[src/rtl/ird_pkg.sv]
package ird_pkg;

    // element width carried through the chain
    localparam int DATA_W = 32;

    // capacity after reset
    localparam logic [4:0] CAPACITY_RESET = 5'd16;

    // request codes
    localparam logic [1:0] REQ_INSERT    = 2'd0;
    localparam logic [1:0] REQ_POP_FRONT = 2'd1;
    localparam logic [1:0] REQ_POP_REAR  = 2'd2;

    // status codes
    localparam logic [1:0] ST_OK    = 2'd0;
    localparam logic [1:0] ST_FULL  = 2'd1;
    localparam logic [1:0] ST_EMPTY = 2'd2;

    // per-cycle command broadcast to every cell
    typedef enum logic [2:0] {
        OP_HOLD,
        OP_PUSH,
        OP_POP_REAR,
        OP_DROP_FRONT,
        OP_FLUSH
    } cell_op_t;

    // what one cell hands to its neighbours
    typedef struct packed {
        logic              valid;
        logic [DATA_W-1:0] data;
    } link_t;

endpackage

[src/rtl/ird_cell.sv]
module ird_cell
    import ird_pkg::*;
(
    input  logic     clk,
    input  logic     rst_n,
    input  cell_op_t op,
    input  link_t    from_rear,
    input  link_t    from_front,
    output link_t    link,
    output logic     tail
);

    logic              valid_reg;
    logic              valid_next;
    logic [DATA_W-1:0] data_reg;
    logic [DATA_W-1:0] data_next;

    // next contents from the broadcast command and the neighbours
    always_comb
    begin
        valid_next = valid_reg;
        data_next  = data_reg;
        case (op)
            OP_PUSH:
            begin
                valid_next = from_rear.valid;
                data_next  = from_rear.data;
            end
            OP_POP_REAR:
            begin
                valid_next = from_front.valid;
                data_next  = from_front.data;
            end
            OP_DROP_FRONT:
            begin
                valid_next = valid_reg & from_front.valid;
            end
            OP_FLUSH:
            begin
                valid_next = 1'b0;
            end
            default:
            begin
                valid_next = valid_reg;
            end
        endcase
    end

    // occupancy flag
    always_ff @(posedge clk or negedge rst_n)
    begin
        if (!rst_n)
        begin
            valid_reg <= 1'b0;
        end
        else
        begin
            valid_reg <= valid_next;
        end
    end

    // element storage
    always_ff @(posedge clk)
    begin
        data_reg <= data_next;
    end

    assign link.valid = valid_reg;
    assign link.data  = data_reg;

    // oldest element sits in the last occupied cell
    assign tail = valid_reg & ~from_front.valid;

endmodule

[src/rtl/input_restricted_deque_unit.sv]
// Input-restricted deque: elements enter at the rear only and leave from
// either the front or the rear.
// Request channel: in_valid/in_stall with req_type and in_value. A request
// is taken at a clock edge where in_valid is high and in_stall is low.
// Result channel: out_valid/out_stall with out_value and status; exactly
// one result per request, in request order.
// Results are registered, shown the cycle after the request is taken; one
// request per cycle is sustained unless stalled. Elements live in a row of
// MAX_DEPTH cells shifting together; each request is a single broadcast step.
// in_stall rises only while a result is held and the receiver stalls it;
// the held result and its payload stay put until taken.
// Configuration: cfg_valid/cfg_ready carrying cfg_data (capacity). cfg_ready
// is always high; a write empties the deque. Values of 0 act as 1 and
// values above MAX_DEPTH act as MAX_DEPTH.
// Reset empties the deque, drops any held result and sets capacity to 16
// (or MAX_DEPTH if smaller). No clearing pass is needed after reset.
module input_restricted_deque_unit
    import ird_pkg::*;
#(
    parameter int MAX_DEPTH = 16
)
(
    input  logic               clk,
    input  logic               rst_n,
    input  logic               in_valid,
    output logic               in_stall,
    input  logic [1:0]         req_type,
    input  logic signed [31:0] in_value,
    output logic               out_valid,
    input  logic               out_stall,
    output logic signed [31:0] out_value,
    output logic [1:0]         status,
    input  logic               cfg_valid,
    output logic               cfg_ready,
    input  logic [4:0]         cfg_data
);

    localparam int IDXW = (MAX_DEPTH > 1) ? $clog2(MAX_DEPTH) : 1;
    localparam int CAP_RST = (MAX_DEPTH < int'(CAPACITY_RESET)) ?
                             MAX_DEPTH : int'(CAPACITY_RESET);
    localparam logic [IDXW-1:0] CAP_RST_IDX = IDXW'(CAP_RST - 1);

    logic [IDXW-1:0]   cap_idx_reg;
    logic [IDXW-1:0]   cap_idx_next;
    logic              out_valid_reg;
    logic              out_valid_next;
    logic [DATA_W-1:0] out_value_reg;
    logic [DATA_W-1:0] out_value_next;
    logic [1:0]        status_reg;
    logic [1:0]        status_next;

    cell_op_t          op;
    link_t             cell_link [MAX_DEPTH];
    logic              cell_tail [MAX_DEPTH];
    logic [MAX_DEPTH-1:0] vld_vec;
    logic              accept;
    logic              cfg_write;
    logic              empty;
    logic              full;
    logic [DATA_W-1:0] front_val;

    // handshakes
    assign cfg_ready = 1'b1;
    assign cfg_write = cfg_valid & cfg_ready;
    assign in_stall  = out_valid_reg & out_stall;
    assign accept    = in_valid & ~in_stall;

    // row of cells
    for (genvar i = 0; i < MAX_DEPTH; i++)
    begin : g_cell
        link_t rear_src;
        link_t front_src;

        if (i == 0)
        begin : g_first
            assign rear_src.valid = 1'b1;
            assign rear_src.data  = in_value;
        end
        else
        begin : g_mid_r
            assign rear_src = cell_link[i-1];
        end

        if (i == MAX_DEPTH - 1)
        begin : g_last
            assign front_src.valid = 1'b0;
            assign front_src.data  = '0;
        end
        else
        begin : g_mid_f
            assign front_src = cell_link[i+1];
        end

        ird_cell u_cell (
            .clk        (clk),
            .rst_n      (rst_n),
            .op         (op),
            .from_rear  (rear_src),
            .from_front (front_src),
            .link       (cell_link[i]),
            .tail       (cell_tail[i])
        );

        assign vld_vec[i] = cell_link[i].valid;
    end

    // occupancy from the thermometer of valid flags
    assign empty = ~vld_vec[0];
    assign full  = vld_vec[cap_idx_reg];

    // pick the oldest element from whichever cell is the tail
    always_comb
    begin
        front_val = '0;
        for (int i = 0; i < MAX_DEPTH; i++)
        begin
            front_val = front_val | (cell_tail[i] ? cell_link[i].data : '0);
        end
    end

    // saturate the written capacity into a cell index
    always_comb
    begin
        if (cfg_data == '0)
        begin
            cap_idx_next = '0;
        end
        else if (32'(cfg_data) > 32'(MAX_DEPTH))
        begin
            cap_idx_next = IDXW'(MAX_DEPTH - 1);
        end
        else
        begin
            cap_idx_next = IDXW'(32'(cfg_data) - 32'd1);
        end
    end

    // request decode: cell command and result
    always_comb
    begin
        op             = OP_HOLD;
        out_value_next = out_value_reg;
        status_next    = status_reg;
        if (cfg_write)
        begin
            op = OP_FLUSH;
        end
        else if (accept)
        begin
            out_value_next = '0;
            status_next    = ST_OK;
            case (req_type)
                REQ_INSERT:
                begin
                    if (full)
                    begin
                        status_next = ST_FULL;
                    end
                    else
                    begin
                        op = OP_PUSH;
                    end
                end
                REQ_POP_FRONT:
                begin
                    if (empty)
                    begin
                        status_next = ST_EMPTY;
                    end
                    else
                    begin
                        op             = OP_DROP_FRONT;
                        out_value_next = front_val;
                    end
                end
                REQ_POP_REAR:
                begin
                    if (empty)
                    begin
                        status_next = ST_EMPTY;
                    end
                    else
                    begin
                        op             = OP_POP_REAR;
                        out_value_next = cell_link[0].data;
                    end
                end
                default:
                begin
                    op = OP_HOLD;
                end
            endcase
        end
    end

    // result register valid
    always_comb
    begin
        out_valid_next = out_valid_reg & out_stall;
        if (accept)
        begin
            out_valid_next = 1'b1;
        end
    end

    // control registers
    always_ff @(posedge clk or negedge rst_n)
    begin
        if (!rst_n)
        begin
            out_valid_reg <= 1'b0;
            cap_idx_reg   <= CAP_RST_IDX;
        end
        else
        begin
            out_valid_reg <= out_valid_next;
            if (cfg_write)
            begin
                cap_idx_reg <= cap_idx_next;
            end
        end
    end

    // result payload
    always_ff @(posedge clk)
    begin
        out_value_reg <= out_value_next;
        status_reg    <= status_next;
    end

    assign out_valid = out_valid_reg;
    assign out_value = out_value_reg;
    assign status    = status_reg;

    // occupied cells always form a contiguous run from the rear
    a_thermometer: assert property (@(posedge clk) disable iff (!rst_n)
        ((vld_vec >> 1) & ~vld_vec) == '0)
        else $error("occupied cells are not contiguous");

    // never more elements than the capacity allows
    a_capacity: assert property (@(posedge clk) disable iff (!rst_n)
        ((vld_vec >> cap_idx_reg) >> 1) == '0)
        else $error("element count exceeds capacity");

    // an accepted insert lands in the rear cell
    a_insert: assert property (@(posedge clk) disable iff (!rst_n)
        accept && !cfg_write && req_type == REQ_INSERT && !full
        |=> vld_vec[0] && cell_link[0].data == $past(in_value) && status == ST_OK)
        else $error("insert did not reach the rear cell");

    // a removal from an empty deque reports empty with zero data
    a_empty: assert property (@(posedge clk) disable iff (!rst_n)
        accept && !cfg_write && empty &&
        (req_type == REQ_POP_FRONT || req_type == REQ_POP_REAR)
        |=> out_valid && status == ST_EMPTY && out_value == 0)
        else $error("removal from empty deque not reported");

endmodule

[config.mk]
export PLATFORM = sky130hd
export DESIGN_NAME = input_restricted_deque_unit
export DESIGN_NICKNAME = d
export VERILOG_FILES = /design/src/rtl/ird_pkg.sv /design/src/rtl/ird_cell.sv /design/src/rtl/input_restricted_deque_unit.sv
export SDC_FILE = /design/constraint.sdc
export NUM_CORES = 1
export LEC_CHECK = 0
export ABC_AREA = 0
export BUFFER_PORTS_ARGS = -buffer_cell sky130_fd_sc_hd__buf_4
export CAP_MARGIN = 5
export CORE_MARGIN = 3
export CORE_UTILIZATION = 25
export DETAILED_ROUTE_END_ITERATION = 8
export PLACE_DENSITY = 0.39
export SETUP_SLACK_MARGIN = 0.05
export SYNTH_ARGS = -nofsm -noshare
export SYNTH_HDL_FRONTEND = slang
export SYNTH_SLANG_ARGS = --single-unit
[constraint.sdc]
create_clock -name clk -period 20.1 [get_ports clk]
set_input_delay 1.005 -clock clk [delete_from_list [all_inputs] [get_ports clk]]
set_output_delay 1.005 -clock clk [all_outputs]
set_load 0.1 [all_outputs]
Word level (Yosys, flattened, before mapping)
Cells that the tools add are included.
{"block": "totals", "ff_bits": 567, "inputBits": 44, "out_inout_bits": 37, "wordCells": 182}
{"block": "classes", "n_addsub": 1, "magnitude_cmp": 2, "n_eq_ne": 6, "n_mux": 65, "bitwise_logic": 64, "reduce_logical": 8}
{"op": "32-bit case mux with 2 select lines", "count": 17}
{"op": "32-bit two-way mux", "count": 18}
{"op": "32-bit OR", "count": 15}
{"op": "1-bit case mux with 4 select lines", "count": 15}
{"op": "1-bit AND", "count": 32}
{"op": "1-bit NOT", "count": 17}
{"op": "3-bit case mux with 3 select lines", "count": 1}
{"op": "4-bit two-way mux", "count": 2}
{"op": "3-bit by 2-bit equality test with 1-bit output (second input constant)", "count": 2}
{"op": "2-bit two-way mux", "count": 3}
{"op": "3-bit two-way mux", "count": 2}
{"op": "5-bit greater-than comparator (second input constant)", "count": 1}
{"op": "5-bit zero test", "count": 1}
{"op": "4-bit by 5-bit less-than comparator with 1-bit output (second input constant)", "count": 1}
{"op": "1-bit binary-select mux with 4-bit select", "count": 1}
{"op": "1-bit two-way mux", "count": 4}
{"op": "2-bit case mux with 2 select lines", "count": 1}
{"op": "2-bit nonzero test", "count": 2}
{"op": "4-bit nonzero test", "count": 1}
{"op": "4-bit by 1-bit subtractor with 4-bit output (second input constant)", "count": 1}
{"op": "3-bit by 1-bit equality test with 1-bit output (second input constant)", "count": 1}
{"op": "3-bit equality test (second input constant)", "count": 1}
{"op": "3-bit OR reduction", "count": 1}
{"op": "2-bit by 1-bit equality test with 1-bit output (second input constant)", "count": 1}
{"op": "5 further kinds", "count": 5}

Logic depth before layout (Yosys ltp)
{"block": "logic_depth", "depth_word": 20, "mapped_depth": 11, "mapped_depth_nobuf": 7}

By module
Synthesis repeated with hierarchy kept, for this count alone.
{"block": "hier_totals", "hier_cells": 1797, "area_unflattened_um2": 30701.9}
{"module": "ird_cell", "instances": 16, "cells_each": 80, "area_per_inst_um2": 1619.1, "seq_area_each_um2": 985.9}
{"module": "input_restricted_deque_unit", "instances": 1, "cells_each": 517, "area_per_inst_um2": 4797.1, "seq_area_each_um2": 1151.1}

Worst setup path before layout
Ideal clock, no wire load.
{"block": "synth_timing", "kind": "input-to-reg", "startpoint": "input port req_type[1]", "endpoint": "register g_cell[0].u_cell.data_reg[0], enable pin", "setup_time_ns": 0.667, "t_arrival_ns": 8.480, "t_required_ns": 19.433, "path_slack_ns": 10.954, "cell_stages": 11, "path_buffers": 4, "path_cell_list": "inv_1 > ha_1 > o21a_1 > and2_1 > and2_1 > clkbuf_1 > and2_1 > buf_4 > buf_6 > buf_6 > or2_2"}
{"block": "synth_between", "elab_chain_len": 6, "elab_cells_between_ends": 9, "cone_classes": "eq/ne (4); mux (3); reduce/logical (2)"}
{"item": "from (decl)", "line": "input_restricted_deque_unit.sv:27", "text": "input logic [1:0] req_type,"}
{"item": "2-bit equality test, or another cell as far along", "line": "input_restricted_deque_unit.sv:152", "text": "case (req_type)"}
{"item": "3-bit case mux with 3 select lines (*)", "line": "input_restricted_deque_unit.sv:152"}
{"item": "3-bit two-way mux (*)", "line": "input_restricted_deque_unit.sv:148", "text": "else if (accept)"}
{"item": "3-bit two-way mux (*)", "line": "input_restricted_deque_unit.sv:144", "text": "if (cfg_write)"}
{"item": "3-bit by 1-bit equality test with 1-bit output or 3-bit by 2-bit equality test with 1-bit output (tied branches)", "line": "ird_cell.sv:23", "text": "case (op)"}
{"item": "2-bit nonzero test (no line) (*)"}
{"item": "to (signal assigned)", "line": "ird_cell.sv:65", "text": "data_reg <= data_next;"}
{"item": "to (decl)", "line": "ird_cell.sv:15", "text": "logic [DATA_W-1:0] data_reg;"}
Every way passes the cells marked *; elsewhere a longest branch is shown, timed or not.
A chain may end at the register's enable or synchronous reset.

Worst setup path after layout
{"block": "layout_timing", "startpoint": "register g_cell[0].u_cell.valid_reg", "endpoint": "register g_cell[2].u_cell.data_reg[10], enable pin"}
{"block": "layout_between", "elab_chain_len": 8, "elab_cells_between_ends": 11, "cone_classes": "eq/ne (2); mux (8); reduce/logical (1)"}
{"item": "from (decl)", "line": "ird_cell.sv:13", "text": "logic valid_reg;"}
{"item": "from (signal assigned)", "line": "ird_cell.sv:58", "text": "valid_reg <= valid_next;"}
{"item": "1-bit binary-select mux with 4-bit select", "line": "input_restricted_deque_unit.sv:109", "text": "assign full = vld_vec[cap_idx_reg];"}
{"item": "1-bit two-way mux (not written as such)", "line": "input_restricted_deque_unit.sv:109"}
{"item": "1-bit two-way mux", "line": "input_restricted_deque_unit.sv:155", "text": "if (full)"}
{"item": "3-bit case mux with 3 select lines (*)", "line": "input_restricted_deque_unit.sv:152"}
{"item": "3-bit two-way mux (*)", "line": "input_restricted_deque_unit.sv:148"}
{"item": "3-bit two-way mux (*)", "line": "input_restricted_deque_unit.sv:144"}
{"item": "3-bit by 1-bit equality test with 1-bit output or 3-bit by 2-bit equality test with 1-bit output (tied branches)", "line": "ird_cell.sv:23"}
{"item": "2-bit nonzero test (no line) (*)"}
{"item": "to (signal assigned)", "line": "ird_cell.sv:65"}
{"item": "to (decl)", "line": "ird_cell.sv:15"}
Every way passes the cells marked *; elsewhere a longest branch is shown, timed or not. The select of a mux whose other input is x is not followed.

==> flow_summary.toml <==
[status]
outcome = "complete, no violations"

[placed_design]
io_buffers = 79
hpwl_um = 45600
placed_cells = 3191
gp_congestion = 0.723

[routing]
wl_per_cell_um = 25.4
route.detailed.drc = 0
drt-pass1-iter-count = 6
drt_iter0_markers = 1375
via_per_inst = 5.05
postRouteAntennaNets = 0
finalWirelength_um = 84000
vias = 16700

[timing]
fin_skew_ns = 0.0257
hold_viol = 0
whs_ns = 0.299
fmax_mhz = 134
setup_viol = 0
finalMaxSlewViolations = 0
maxSlewHeadroom_pct = 18.7
worst_slew_pin_slew_ns = 1.22
period_share_pct = 37.2
setup_tns_ns = 0
fin_crit_ns = 7.48
rsz0062_at_grt = "no"

[synthesis]
synth_fa_ha_area_share_pct = 0.301
ys_warn_count = 0
syn-num-nets = 1872
synth_seq_cells = 567
synth_area_leaders = "edfxtp_1 (60%), mux2_1 (11%), mux2_2 (8.8%), a22oi_1 (6.3%), dfrtp_1 (1.6%)"
synth_xor_area_share_pct = 0
yosysMostFrequentCell = "edfxtp_1"
synth_area_leader_cell = "edfxtp_1"
synthFlopType = "edfxtp_1"
synth-edff-count = 546
synth-simple-area-share_pct = 4.15
synth.mux.area_fraction_pct = 20.4
synth_top_family_by_area = "multiplexers"
ys_types = 52
yosysTopAreaCellShare_pct = 59.8
netlist_instances = 1823
synthArstFlopShare_pct = 3.70
synth_area_per_cell_sq_um = 15.0
seq_area_frac_synth_pct = 61.7
synth_compound_area_share_pct = 10.1
synth_common_cells = "edfxtp_1 (546), mux2_1 (269), a22oi_1 (229), mux2_2 (214), nand2_1 (81)"
syn_area_sq_mm = 0.0274

[clocking]
post_cts_resized = 0
numCtsBuffers = 69
clockBufferDepth = 3
insertion_delay_ns = 0.62
htreeDepth = 3
cts_tree = "done"
clock-sinks = 567
cts.clk_slew.worst_paths_ns = 0.06
clockRootBuffer = "clkbuf_16"
holdBufCountCts = 0
cts_setup_buffers = 0

[cells_and_area]
final_nets = 1908
multi_input_area_sq_mm = 0.00974
largest_reg_flops = 512
antenna_cells = 0
regArea_sq_mm = 0.0169
syn2layout_area_growth_pct = 14.7
nFillCells = 10700
drive_above_1_share_pct = 23.7
fin_cells = 3314

[worst_setup_path]
cp-end-kind = "flip-flop"
worstPathRequired_ns = 20.33
startpoint_type = "flip-flop"
worst-setup-path-type = "reg -> reg"
critPathArrivalTime_ns = 7.72
crit_fanout = 78

[global_route]
antenna_found_initial = 4
grt_max_degree = 173
grt_overflow = 0
grt_use_total_pct = 14.5
grt_pass1_wl_um = 122000
grt_pass1_vias = 17300

[floorplanning]
die_w_um = 337
core_sq_mm = 0.108
dieArea_sq_mm = 0.114
num_rows = 120
io_pins = 81
die_h_um = 337
initial_core_util_pct = 25.4

[power]
p_leak_nw = 10.1
p_per_area_mw_per_mm2 = 83.3
ir_drop_v = 0.0000555

[job]
cap_violations = 0

[min_path]
hold_path_class = "in -> async"
==> final timing paths <==
path | start | slack, ns | depth (start not counted) | to
max in group asynchronous | rst_n | 19.50 | 1 | cap_idx_reg[2]
min in group clk | cap_idx_reg[2] | 0.56 | 2 | cap_idx_reg[2]
hold reg to reg | cap_idx_reg[2] | 0.56 | 2 | cap_idx_reg[2]
setup reg to reg | g_cell[0].u_cell.valid_reg | 12.62 | 8 | g_cell[2].u_cell.data_reg[10]
hold / removal | rst_n | 0.30 | 1 | g_cell[11].u_cell.valid_reg
setup / recovery | g_cell[0].u_cell.valid_reg | 12.62 | 8 | g_cell[2].u_cell.data_reg[10]
==> final cells by class <==
class | count | area share (%)
Clock inverter | 30 | 0.752
Clock buffer | 93 | 5.98
Multi-Input combinational cell | 1093 | 31.0
Inverter | 20 | 0.239
Sequential cell | 567 | 53.8
Tap cell | 1403 | 5.58
Timing Repair Buffer | 108 | 2.66
==> cell families (layout without fill, tap and decap cells) <==
| kind of cell | after synthesis | after routing |
|---|---|---|
| DFF | 567 | 567 |
| muxes | 496 | 496 |
| AOI/OAI and AO/OA | 377 | 377 |
| and+or+nand+nor | 212 | 212 |
| buffers and inverters | 163 | 251 |
| adders and majority gates | 7 | 7 |
| other | 1 | 1 |
==> where the power goes <==
| part | total [W] | internal (W) | leakage (nW) | switching (W) |
|---|---|---|---|---|
| sequential | 0.00133 | 0.00131 | 5.23 | 0.0000169 |
| combinational | 0.0000928 | 0.0000298 | 3.79 | 0.0000629 |
| clock | 0.00120 | 0.000696 | 1.04 | 0.000501 |
| total | 0.00262 | 0.00204 | 10.1 | 0.000581 |
==> critical path, cell delays in order, from the launching register on <==
cell and delay (ns):
dfrtp_1 0.80, o21a_1 0.75, and2_1 0.25, and2_1 0.58, and2_4 0.90, or2_4 0.97, buf_4 0.96, buf_4 0.90
buf_4 0.84
==> stage by stage <==
stage / setup slack (ns) / total power, W / cell area (sq um) / util [%]
after floorplan: 10.95 / 0.00141 / 27400 / -
after global placement: 12.17 / 0.00145 / 29300 / 27.2
after detailed placement: 11.96 / 0.00145 / 29300 / 27.2
after CTS: 12.52 / 0.00267 / 31400 / 29.1
after global routing: 12.09 / 0.00272 / 31400 / 29.1
final: 12.62 / 0.00262 / 31400 / 29.1
==> metal layers <==
metal	GRT usage (%)	up-vias	routed length, um
li1	-	7379	-
met1	20.2	8764	38900
met2	23.0	481	38700
met3	2.40	104	4560
met4	4.38	2	1800
met5	0	-	12
==> cell usage in the layout (no fill, tap or decap), types with 9 or more instances in the layout <==
master	n
nor2b_4	15
clkbuf_16	71
a31oi_1	12
o21ai_0	15
mux2_1	269
nand2_1	80
edfxtp_1	546
and3b_1	13
clkinv_1	9
a21oi_1	34
clkinv_2	12
a22o_1	9
mux2i_1	11
a211oi_1	12
o32ai_1	12
nand4_1	40
and2_1	40
mux2_2	214
o31ai_1	18
dfrtp_1	16
a22oi_1	229
inv_1	19
clkbuf_1	20
buf_4	106
No activity file was read; power rests on OpenSTA's default activity.
